<file path="src/sv/jptrl_ram.sv">
`default_nettype none
module jptrl_ram #(
    parameter int DATA_W = 64,
    parameter int DEPTH  = 7,
    parameter int ADDR_W = (DEPTH > 1) ? $clog2(DEPTH) : 1
) (
    input  wire logic              i_clk,
    input  wire logic              i_we,
    input  wire logic [ADDR_W-1:0] i_waddr,
    input  wire logic [DATA_W-1:0] i_wdata,
    input  wire logic              i_re,
    input  wire logic [ADDR_W-1:0] i_raddr,
    output logic      [DATA_W-1:0] o_rdata
);

    logic [DATA_W-1:0] r_mem [DEPTH];
    logic [DATA_W-1:0] r_rdata;

    // Write port, registered read port
    always_ff @(posedge i_clk) begin
        if (i_we) begin
            r_mem[i_waddr] <= i_wdata;
        end
        if (i_re) begin
            r_rdata <= r_mem[i_raddr];
        end
    end

    assign o_rdata = r_rdata;

endmodule
`default_nettype wire

</file>
<file path="config.mk">
export PLATFORM = sky130hd
export DESIGN_NAME = jptrl_ram
export DESIGN_NICKNAME = d
export VERILOG_FILES = /design/src/sv/jptrl_ram.sv
export SDC_FILE = /design/constraint.sdc
export NUM_CORES = 1
export LEC_CHECK = 0
export BUFFER_PORTS_ARGS = -buffer_cell sky130_fd_sc_hd__buf_4
export CAP_MARGIN = 20
export CELL_PAD_IN_SITES_DETAIL_PLACEMENT = 0
export CELL_PAD_IN_SITES_GLOBAL_PLACEMENT = 1
export CORE_MARGIN = 4
export CORE_UTILIZATION = 44
export DETAILED_ROUTE_END_ITERATION = 6
export PLACE_DENSITY_LB_ADDON = 0.25
export SYNTH_ARGS = -nofsm -noshare
export SYNTH_HDL_FRONTEND = slang
export SYNTH_SLANG_ARGS = --single-unit
</file>
<file path="constraint.sdc">
create_clock -name i_clk -period 11.15 [get_ports i_clk]
set_input_delay 2.23 -clock i_clk [delete_from_list [all_inputs] [get_ports i_clk]]
set_output_delay 2.23 -clock i_clk [all_outputs]
set_load 0.02 [all_outputs]
</file>
After elaboration in Yosys (flattened, before gate mapping):

Memory sizes are Yosys's and may differ from the RTL's. A register that Yosys moved wholly into a read port is not among the register bits.
Cells that the tools add are included.

* flip-flop bits (word level): 0
* memory bits (writable): 448
* input bits: 73
* output and inout port bits: 64
* memories: 1

Memories
* r_mem: depth 7, width 64, rd ports 1, clocked after Yosys merged registers in 1, write ports 1, line 16 `logic [DATA_W-1:0] r_mem [DEPTH];`

* mux-type cells: 2

Operator list (number)
* 2-to-1 mux 1 bit: 2

Logic depth before layout (Yosys ltp):

* depth after elaboration: 2
* gate-level depth with buffers: 6
* gate-level depth less buffers: 3

Worst setup path after synthesis:

OpenSTA, ideal clock, no wires.

* path kind: input to register
* start: in i_waddr[0]
* end: mem r_mem[0][0] (enable)
* library setup time: 565 ps
* data arrival time: 6761 ps
* setup slack: 3824 ps
* stages: 2
* path through: nand2b_1 nor3_1

RTL lines
* from (decl): line 9 `input wire logic [ADDR_W-1:0] i_waddr,`
* to (decl): line 16

Straight into the memory's write port.

==> results.yml <==
outcome:
  status: "finished, final reports clean"
placed_design:
  io_buffers: 136
  dpl.hpwl_um: 21000
  place_ws_ps: 5920
  gp_congestion: 0.679
  dpl-instance-area_sq_um: 21700
pwr:
  ir_drop_mv: 0.106
  power_w: 0.00419
  p_per_area_nw_per_um2: 179
  p_leak_nw: 8.09
setup_path:
  path_delay_family: "buffers and inverters"
  worst_path_most_repeated_cell: "buf_4"
  r2r_setup_slack_ps: 9910
  cpPeakStageDelay_ps: 840
  crit_path_end_kind: "flip-flop"
  critPathKind: "in -> reg"
  crit_path_start_kind: "input port"
  path_max_fanout: 86
  crit_path_cell_trace: "buf_8, buf_4, buf_4, mux2i_1, o221ai_2"
  worstPathRequired_ps: 11430
  cp_num_buf_inv: 3
  critPathSlowestCell: "buf_4"
  critPathArrivalTime_ps: 4880
clock_tree:
  cts_setup_buffers: 0
  cts_tree: "built"
  cts_sinks: 512
  numCtsBuffers: 51
  clk_latency_ps: 580
  path_clk_slew_ps: 60
  cts_root_buffer: "clkbuf_16"
  htreeDepth: 2
  hold_buffers: 0
  ctsLongestPathBuffers: 3
  ctsResizeCount: 0
yosys:
  synthDistinctLibCells: 20
  synth-warning-count: 0
  ys_seq_area_frac: 0.760
  syn-num-nets: 1040
  syn_area_sq_um: 20200
  ys_seq_elements: 512
  synth_edf_count: 512
  syn_inst: 967
  synthArstFlopShare: 0
  synth.avg_cell_area_sq_um: 20.9
  synth_flop_cell: "edfxtp_1"
timing:
  period_share: 0.412
  worst_slack_ps: 6560
  hold_viol_final: 0
  slew_headroom: 0.296
  tightestPinTransition_ps: 1060
  maxSlewViolCount: 0
  finalCriticalPeriod_ps: 4590
  fmax_mhz: 218
  finClkSkew_ps: 17.1
  finalSetupViolations: 0
  rsz0062_at_grt: "false"
  final.setup.tns_ps: 0
global_route:
  gr-total-overflow: 0
  grt_use_met3: 0.0326
  grt_max_degree: 87
  globalRouteMet2Util: 0.285
  grt.busiest_layer: "met2"
  use_met1: 0.209
  grtUsageTotal: 0.163
  grt_pass1_vias: 9658
  grt_pass1_wl_um: 61200
  antenna_found_initial: 3
final_layout:
  drive_gt1_frac: 0.360
  nets: 1189
  finalInstanceArea_sq_um: 23400
  antenna_cells: 0
  synthToLayoutAreaGrowth_pct: 15.7
floorplan:
  die_h_um: 222
  ios: 137
  coreArea_sq_um: 45400
  die_area_sq_um: 49500
  rows: 78
  die_w_um: 222
  initial_utilization: 0.446
detailed_routing:
  firstDrtPassIters: 4
  routed_via_density: 5.23
  drt_iter0_drc: 523
  routed_wl_um: 40700
  wl_per_cell_um: 23.2
  post-route-drc-count: 0
  vias: 9196
  ant_nets: 0
worst_hold_path:
  hold_path.class: "reg -> reg"
flow_run:
  maxCapViolations: 0
==> registers in the layout, indices dropped and copies added, names as in the netlist <==
register	cells
r_mem	448
o_rdata	64
==> final timing paths <==
| path | startpoint | endpoint | cells after the start |
|---|---|---|---|
| min | r_mem[5][62] | o_rdata[62] | 2 |
| max | i_raddr[2] | o_rdata[36] | 5 |
| max reg2reg | r_mem[3][1] | o_rdata[1] | 3 |
| min reg2reg | r_mem[5][62] | o_rdata[62] | 2 |
==> logic make-up after synthesis <==
group	after synthesis	synth area share
buffers and inverters	57	0.0214
AOI/OAI and AO/OA	128	0.0849
and+or+nand+nor	78	0.0232
DFF	512	0.760
muxes	192	0.110
==> routing by layer <==
layer / vias to the layer above / part of all wire
met3: 52 / 0.045
met5: - / 0.0011
li1: 4247 / -
met2: 161 / 0.52
met4: 6 / 0.018
met1: 4730 / 0.42
==> cell usage after synthesis (2+ instances only) <==
cell / n / area (sq um)
o211ai_1: 4 / 30.0
o211ai_2: 60 / 751
mux2_4: 60 / 901
buf_6: 3 / 33.8
o221ai_2: 60 / 901
nand2_1: 2 / 7.51
o221ai_1: 4 / 35.0
clkbuf_1: 7 / 26.3
mux2_2: 4 / 45.0
nand2b_1: 67 / 419
buf_4: 16 / 120
edfxtp_1: 512 / 15400
mux2i_1: 128 / 1280
buf_2: 22 / 110
buf_12: 6 / 120
nor2_1: 5 / 18.8
clkbuf_4: 3 / 22.5
nor3_1: 2 / 10.0
==> layout make-up <==
| type | count | area (sq um) |
|---|---|---|
| Fill cell | 3619 | 22000 |
| Multi-Input combinational cell | 398 | 4470 |
| Clock inverter | 36 | 345 |
| Timing Repair Buffer | 153 | 1160 |
| Clock buffer | 58 | 1300 |
| Tap cell | 600 | 751 |
| Sequential cell | 512 | 15400 |
==> worst register-to-register path: stages, from the launching register on <==
cell	delay (ps)
edfxtp_1	350
mux2_2	270
o211ai_1	200
o221ai_1	140
==> cell usage in the layout, fill, tap and decap left out, drive strengths merged <==
master,instances
clkinv,27
edfxtp,512
inv,1
o221ai,64
clkbuf,58
nand2,2
mux2,64
nor3,2
or2b,1
nand2b,67
nor2,5
or2,1
bufinv,7
mux2i,128
o211ai,64
buf,153
clkinvlp,1
==> power breakdown <==
group,internal (W),switching (W)
clock,0.000997,0.000687
combinational,0.000113,0.000166
sequential,0.00220,0.0000211
==> through the flow <==
step / util / cells / hold WS, ps
2_1_floorplan: - / 967 / 583
3_3_place_gp: 0.479 / 1663 / 592
3_5_place_dp: 0.479 / 1663 / 621
4_1_cts: 0.516 / 1757 / 621
5_1_grt: 0.516 / 1757 / 662
6_report: 0.516 / 1757 / 615
(Power assumes the default switching activity.)
