File: config.mk
export PLATFORM = sky130hd
export DESIGN_NAME = jptrl_mac
export DESIGN_NICKNAME = d
export VERILOG_FILES = /design/src/sv/jptrl_pkg.sv /design/src/sv/jptrl_mac.sv
export SDC_FILE = /design/constraint.sdc
export NUM_CORES = 2
export LEC_CHECK = 0
export BUFFER_PORTS_ARGS = -buffer_cell sky130_fd_sc_hd__buf_2
export CORE_MARGIN = 3
export CORE_UTILIZATION = 45
export DETAILED_ROUTE_END_ITERATION = 10
export PLACE_DENSITY = 0.6
export SLEW_MARGIN = 30
export SYNTH_ARGS = -nofsm -noshare
export SYNTH_HDL_FRONTEND = slang
export SYNTH_SLANG_ARGS = --single-unit
export TNS_END_PERCENT = 100
File: constraint.sdc
create_clock -name i_clk -period 7.8 [get_ports i_clk]
set_clock_uncertainty 0.15 [all_clocks]
set_input_delay 0.78 -clock i_clk [delete_from_list [all_inputs] [get_ports i_clk]]
set_output_delay 0.78 -clock i_clk [all_outputs]
set_load 0.005 [all_outputs]
File: src/sv/jptrl_pkg.sv
`default_nettype none
package jptrl_pkg;

    // Joint count and index width
    localparam int NUM_JOINTS_DEF = 7;
    localparam int JOINT_W        = 3;
    localparam int JOINT_TAB_N    = 2 ** JOINT_W;

    // Field and register widths
    localparam int DATA_W     = 32;
    localparam int STEP_W     = 24;
    localparam int RATE_W     = 31;
    localparam int GAIN_W     = 10;
    localparam int CFG_IDX_W  = 1;
    localparam int CFG_DATA_W = 31;

    // Shared multiplier and accumulator widths
    localparam int MUL_A_W = DATA_W + 1;
    localparam int MUL_B_W = STEP_W + 1;
    localparam int PROD_W  = MUL_A_W + MUL_B_W;
    localparam int ACC_W   = 48;

    // Per-joint memory word: previous torque over error integral
    localparam int STATE_W = 2 * DATA_W;

    // Stream widths
    localparam int S_TDATA_W = 104;
    localparam int M_TDATA_W = 40;
    localparam int M_TUSER_W = 2;

    // Configuration register indexes
    localparam logic [CFG_IDX_W-1:0] CFG_RATE_LIMIT  = 1'd0;
    localparam logic [CFG_IDX_W-1:0] CFG_STEP_LENGTH = 1'd1;

    // Reset values of the configuration registers
    localparam logic [RATE_W-1:0] RATE_LIMIT_RST  = 31'd1310720;
    localparam logic [STEP_W-1:0] STEP_LENGTH_RST = 24'd16777;

    // Gain tables, one entry per joint index; the eighth joint has no gains
    localparam logic [GAIN_W-1:0] KP_TABLE [JOINT_TAB_N] =
        '{10'd500, 10'd500, 10'd500, 10'd500, 10'd200, 10'd100, 10'd50, 10'd0};
    localparam logic [GAIN_W-1:0] KD_TABLE [JOINT_TAB_N] =
        '{10'd64, 10'd80, 10'd60, 10'd90, 10'd40, 10'd40, 10'd20, 10'd0};
    localparam logic [GAIN_W-1:0] KI_TABLE [JOINT_TAB_N] =
        '{10'd30, 10'd30, 10'd40, 10'd80, 10'd80, 10'd60, 10'd80, 10'd0};

    // Sequencer states
    typedef enum logic [2:0] {
        ST_IDLE,
        ST_STEP,
        ST_KP,
        ST_KD,
        ST_KI,
        ST_SUM,
        ST_SAT,
        ST_OUT
    } t_state;

    // Accumulator operations
    typedef enum logic [1:0] {
        ACC_HOLD,
        ACC_LOAD,
        ACC_SUB,
        ACC_ADD
    } t_acc_op;

    // Control bundle for the multiply-accumulate unit
    typedef struct packed {
        logic    mul_en;
        t_acc_op acc_op;
    } t_mac_ctl;

    // Saturation result
    typedef struct packed {
        logic                     hit;
        logic signed [DATA_W-1:0] val;
    } t_sat;

    // Clamp a wide signed value to the signed 32-bit range
    function automatic t_sat sat32(input logic signed [ACC_W-1:0] x);
        t_sat r;
        r.hit = 1'b0;
        r.val = x[DATA_W-1:0];
        if (x > ACC_W'(64'sh7FFF_FFFF)) begin
            r.hit = 1'b1;
            r.val = 32'sh7FFF_FFFF;
        end else if (x < -(ACC_W'(64'sh8000_0000))) begin
            r.hit = 1'b1;
            r.val = 32'sh8000_0000;
        end
        return r;
    endfunction

endpackage
`default_nettype wire

File: src/sv/jptrl_mac.sv
`default_nettype none
module jptrl_mac (
    input  wire logic                               i_clk,
    input  wire jptrl_pkg::t_mac_ctl                i_ctl,
    input  wire logic signed [jptrl_pkg::MUL_A_W-1:0] i_a,
    input  wire logic signed [jptrl_pkg::MUL_B_W-1:0] i_b,
    output logic signed      [jptrl_pkg::PROD_W-1:0]  o_prod,
    output logic signed      [jptrl_pkg::ACC_W-1:0]   o_acc
);
    import jptrl_pkg::*;

    logic signed [PROD_W-1:0] r_prod;
    logic signed [PROD_W-1:0] n_prod;
    logic signed [ACC_W-1:0]  r_acc;
    logic signed [ACC_W-1:0]  n_acc;
    logic signed [ACC_W-1:0]  prod_w;

    // Products fed to the accumulator always fit its width
    assign prod_w = ACC_W'(r_prod);
    assign n_prod = i_a * i_b;

    // Accumulate the registered product
    always_comb begin
        unique case (i_ctl.acc_op)
            ACC_HOLD: n_acc = r_acc;
            ACC_LOAD: n_acc = prod_w;
            ACC_SUB:  n_acc = r_acc - prod_w;
            ACC_ADD:  n_acc = r_acc + prod_w;
            default:  n_acc = r_acc;
        endcase
    end

    always_ff @(posedge i_clk) begin
        if (i_ctl.mul_en) begin
            r_prod <= n_prod;
        end
        r_acc <= n_acc;
    end

    assign o_prod = r_prod;
    assign o_acc  = r_acc;

endmodule
`default_nettype wire

# ---- Word level (Yosys, flattened, before mapping)
# Cells that the tools add are included.
dict set report totals {
  ff_bits 106
  input_bits 62
  out_inout_bits 106
  wordCells 10
}
dict set report op_classes {
  multipliers 1
  n_reduce_logical 1
  n_eq_ne 3
  addsub 2
  n_mux 1
}
# operator n
set op_table {}
lappend op_table {{$pmux 48 s3} 1}
lappend op_table {{$mul 33x25->58} 1}
lappend op_table {{$add 48x48->48} 1}
lappend op_table {{$sub 48x48->48} 1}
lappend op_table {{$eq 2x2->1 const B} 2}
lappend op_table {{$eq 2x1->1 const B} 1}
lappend op_table {{$logic_not 2->1} 1}

# ---- Logic depth before layout (Yosys ltp)
dict set report depth {
  ltp_word 2
  mapped_depth 28
  ltp_nobuf 26
}

# ---- Worst setup path before layout
# Ideal clock, no wire load.
dict set report synth_timing {
  path_kind {in2reg}
  from {in i_a[32] in the netlist's numbering}
  to {reg r_prod[57] (netlist: o_prod[57]), data pin}
  setup_time_ps 260
  arrival_ps 7271
  t_required_ps 7390
  path_buffers 2
  slack_ps 119
  path_stages 26
  path_cell_list {clkbuf_1 -> nand2_1 -> inv_1 -> fa_1 -> fa_1 -> inv_1 -> fa_1 -> inv_1 -> fa_1 -> fa_1 -> fa_1 -> inv_1 -> fa_1 -> inv_1 -> ha_1 -> clkbuf_1 -> nand3_1 -> nor3_1 -> o21ai_0 -> a211oi_1 -> a41oi_1 -> o211ai_1 -> a211oi_1 -> o21bai_1 -> a21oi_1 -> xnor2_1}
}
dict set report synth_via {
  elab_chain_len 1
}
# item line_no
set synth_lines {}
lappend synth_lines {{start: declaration} jptrl_mac.sv:5} ;# input wire logic signed [jptrl_pkg::MUL_A_W-1:0] i_a,
lappend synth_lines {{$mul 33x25->58} jptrl_mac.sv:20} ;# assign n_prod = i_a * i_b;
lappend synth_lines {{net n_prod[57]} jptrl_mac.sv:13} ;# logic signed [PROD_W-1:0] n_prod;
lappend synth_lines {{end signal: assignment} jptrl_mac.sv:35} ;# r_prod <= n_prod;
lappend synth_lines {{end: declaration} jptrl_mac.sv:12} ;# logic signed [PROD_W-1:0] r_prod;
# The timed path passes the listed nets, and every way through them passes these cells.
# A chain may end at the register's enable or synchronous reset.

# ---- Worst setup path in the final report
dict set report layout_timing {
  from {in i_b[1] in the netlist's numbering}
  to {reg r_prod[54] (netlist: o_prod[54]), data pin}
}
dict set report layout_via {
  elab_chain_len 1
}
# item line_no
set layout_lines {}
lappend layout_lines {{start: declaration} jptrl_mac.sv:6} ;# input wire logic signed [jptrl_pkg::MUL_B_W-1:0] i_b,
lappend layout_lines {{$mul 33x25->58} jptrl_mac.sv:20}
lappend layout_lines {{net n_prod[54]} jptrl_mac.sv:13}
# The timed path passes the listed nets, and every way through them passes these cells.

==> metrics.txt <==
outcome=completed; CTS tree=yes; Layout area overhead=11.7%; top layer in use=met4; total core area=79,100 sq um; # nets final=~5.2k; DRT Pass-1 Iters=5; Worst EP arrival=about 7.5 ns; r2r worst-path depth=17; I/O pin total=between 150 and 200; WL met3=3300 um; Net Count, Synth=approximately 5k; Synth Flop Type=edfxtp_1; Worst-Skew Late Latency=approximately 0.38 ns; Final TNS setup=0 ns; CTS sink count=approximately 110; leading cell types in the layout, fill and taps excluded=fa_1, inv_1, nand2_1, and2_1, buf_4; final wirelength=around 94,000 um; H-tree levels=3; Synth Warn #=0; post-route ant nets=0; Rel. slew slack=a little over two fifths; fin cells=5,161; post-CTS setup buffer count=0; FF+latch count, synth=approximately 110; CTS buffer count=9; Cell variety after synth=74; Die Height=slightly below 300 um; IO Port Bufs=between 150 and 200; setup violators final=0; Initial Util=45.6%; row cnt=slightly above 100; largest net degree at the start of global routing=73; Synth Instances=about 3.8k; clk buf depth=2; Crit path required time=~8 ns; final slew viol count=0; CP endpoint kind=flip-flop; GPL Wtd Cong=a little under 0.9; crit start category=input port; number of flops mapped to enable cells by yosys=between 100 and 150; asr flop ratio synth=0%; Wirelength per Cell=18.2 um; sequential area share after synthesis=between 8 and 9%; Residual DRC=0; final instance area=between 40,000 and 50,000 sq um; die area=83,500 sq um; DP Wirelength=slightly above 80,000 um; met2 routed WL=~49,000 um; syn avg cell area=~9.4 sq um; CP Class=in -> reg; Vias per Instance=5.12; Final Cycle Share=a little over nine tenths; aggregate global-route resource usage=about a quarter; root buf cell=clkbuf_16; share of cells above drive strength 1=between 10% and 20%; vias in the first global route=28.7k; Cells after DPL=5,143; final hold vios=0; antenna violations before repair=3; synthesized area=36,100 sq um; min Tclk post-route=7.47 ns; CP Max Fanout=13; Fmax achieved=0.134 GHz; commonest non-fill, non-tap cell in the layout=fa_1; worst hold path type=reg -> reg; M1 WL=39,700 um; Via Count=roughly 26k; Worst Tran Pin Value=about 0.86 ns; max cap viols=0; clock-pin transition on the worst setup and hold timing paths=0.07 ns; Hold Path Cell Cnt=3; CTS Hold Buffers Added=0; Area after DPL=roughly 40,000 sq um; starting DRC count in detailed routing=between 1k and 1.5k; Chip Width=about 290 um; total grt overflow=0; first-pass GRT wire length=between 150,000 and 200,000 um
-- cell usage after synthesis (6+ instances only) --
library cell	n	share of area (%)
a21oi_1	125	1.7
clkbuf_1	168	1.7
xnor2_1	100	2.4
nand3_1	20	0.28
o21a_1	11	0.23
nor2_1	109	1.1
or3_1	6	0.10
xor2_1	48	1.2
ha_1	205	7.1
mux2_2	33	1.0
o211ai_1	9	0.19
inv_1	833	8.7
edfxtp_1	106	8.8
a21o_1	45	0.94
nor2b_1	8	0.14
a31oi_1	13	0.23
a211oi_1	7	0.15
nand4_1	17	0.30
a21boi_0	6	0.12
o31ai_1	13	0.27
o21bai_1	14	0.29
nand2b_1	7	0.12
and3_1	20	0.35
fa_1	843	47
o21ai_0	69	0.96
nand2_1	471	4.9
nor3_1	23	0.32
and2_1	410	7.1
-- worst max-delay path, cell delays in order --
cell and delay [ns]:
clkbuf_4 0.20, nand2_1 0.16, inv_1 0.10, buf_4 0.14, fa_1 0.48, fa_1 0.55, inv_1 0.06, fa_1 0.49
fa_1 0.51, inv_1 0.05, fa_1 0.53, fa_1 0.50, inv_1 0.05, fa_1 0.47, inv_1 0.04, ha_1 0.31
buf_4 0.16, nand2_1 0.08, or4_1 0.53, and3_1 0.19, a21oi_1 0.20, o21ai_2 0.14, o21ai_1 0.27, a311oi_2 0.17
buf_4 0.16, xnor2_1 0.11
-- kinds of logic after synthesis --
kind of cell    after synthesis  share of synthesized area (%)
xor+xnor                    149                           3.67
fa+ha+maj                  1048                           53.9
mux                          35                           1.09
flops                       106                           8.83
simple gates               1122                           15.5
compound gates              366                           6.49
buf+inv                    1005                           10.5
-- layout make-up --
| class | count | area [sq um] |
|---|---|---|
| Fill cell | 7531 | 38900 |
| Multi-Input combinational cell | 2720 | 29100 |
| Timing Repair Buffer | 433 | 3200 |
| Sequential cell | 106 | 3180 |
| Inverter | 834 | 3130 |
| Tap cell | 1050 | 1310 |
| Clock buffer | 11 | 233 |
| Clock inverter | 5 | 62.6 |
| Antenna cell | 2 | 5.00 |
-- flip-flops by register name, indices dropped and copies added (netlist names) --
signal,flops
o_acc,48
o_prod,58
-- what timing repair did --
action,in CTS,in global routing
resized for setup,1,12
endpoints found under the setup margin,2,9
hold endpoints to repair,0,0
-- final timing paths --
path | endpoint | slack (ns) | from
worst max-delay path | o_prod[54] | 0.33 | i_b[1]
worst min-delay path | o_acc[0] | 0.54 | o_acc[0]
worst max register to register | o_acc[41] | 2.02 | o_prod[2]
worst min register to register | o_acc[0] | 0.54 | o_acc[0]
-- routing by layer --
metal  global-route usage (%)  vias up
met2                     42.0      507
met3                     2.26      129
met1                     30.7    13700
met4                     5.34        0
met5                        0        -
li1                         -    12100
-- metrics by stage --
| step | setup slack [ns] | util (%) | hold WS (ns) |
|---|---|---|---|
| 2_1_floorplan | 0.119 | - | 0.488 |
| 3_5_place_dp | -0.507 | 50.4 | 0.518 |
| 4_1_cts | 0.0771 | 50.8 | 0.536 |
| 3_3_place_gp | -0.372 | 50.4 | 0.504 |
| 6_report | 0.326 | 50.9 | 0.536 |
| 5_1_grt | -0.00486 | 50.9 | 0.607 |
Power is left out: the tool's default activity adds up to more than one toggle a clock period on the data nets, which glitch-free logic cannot reach.
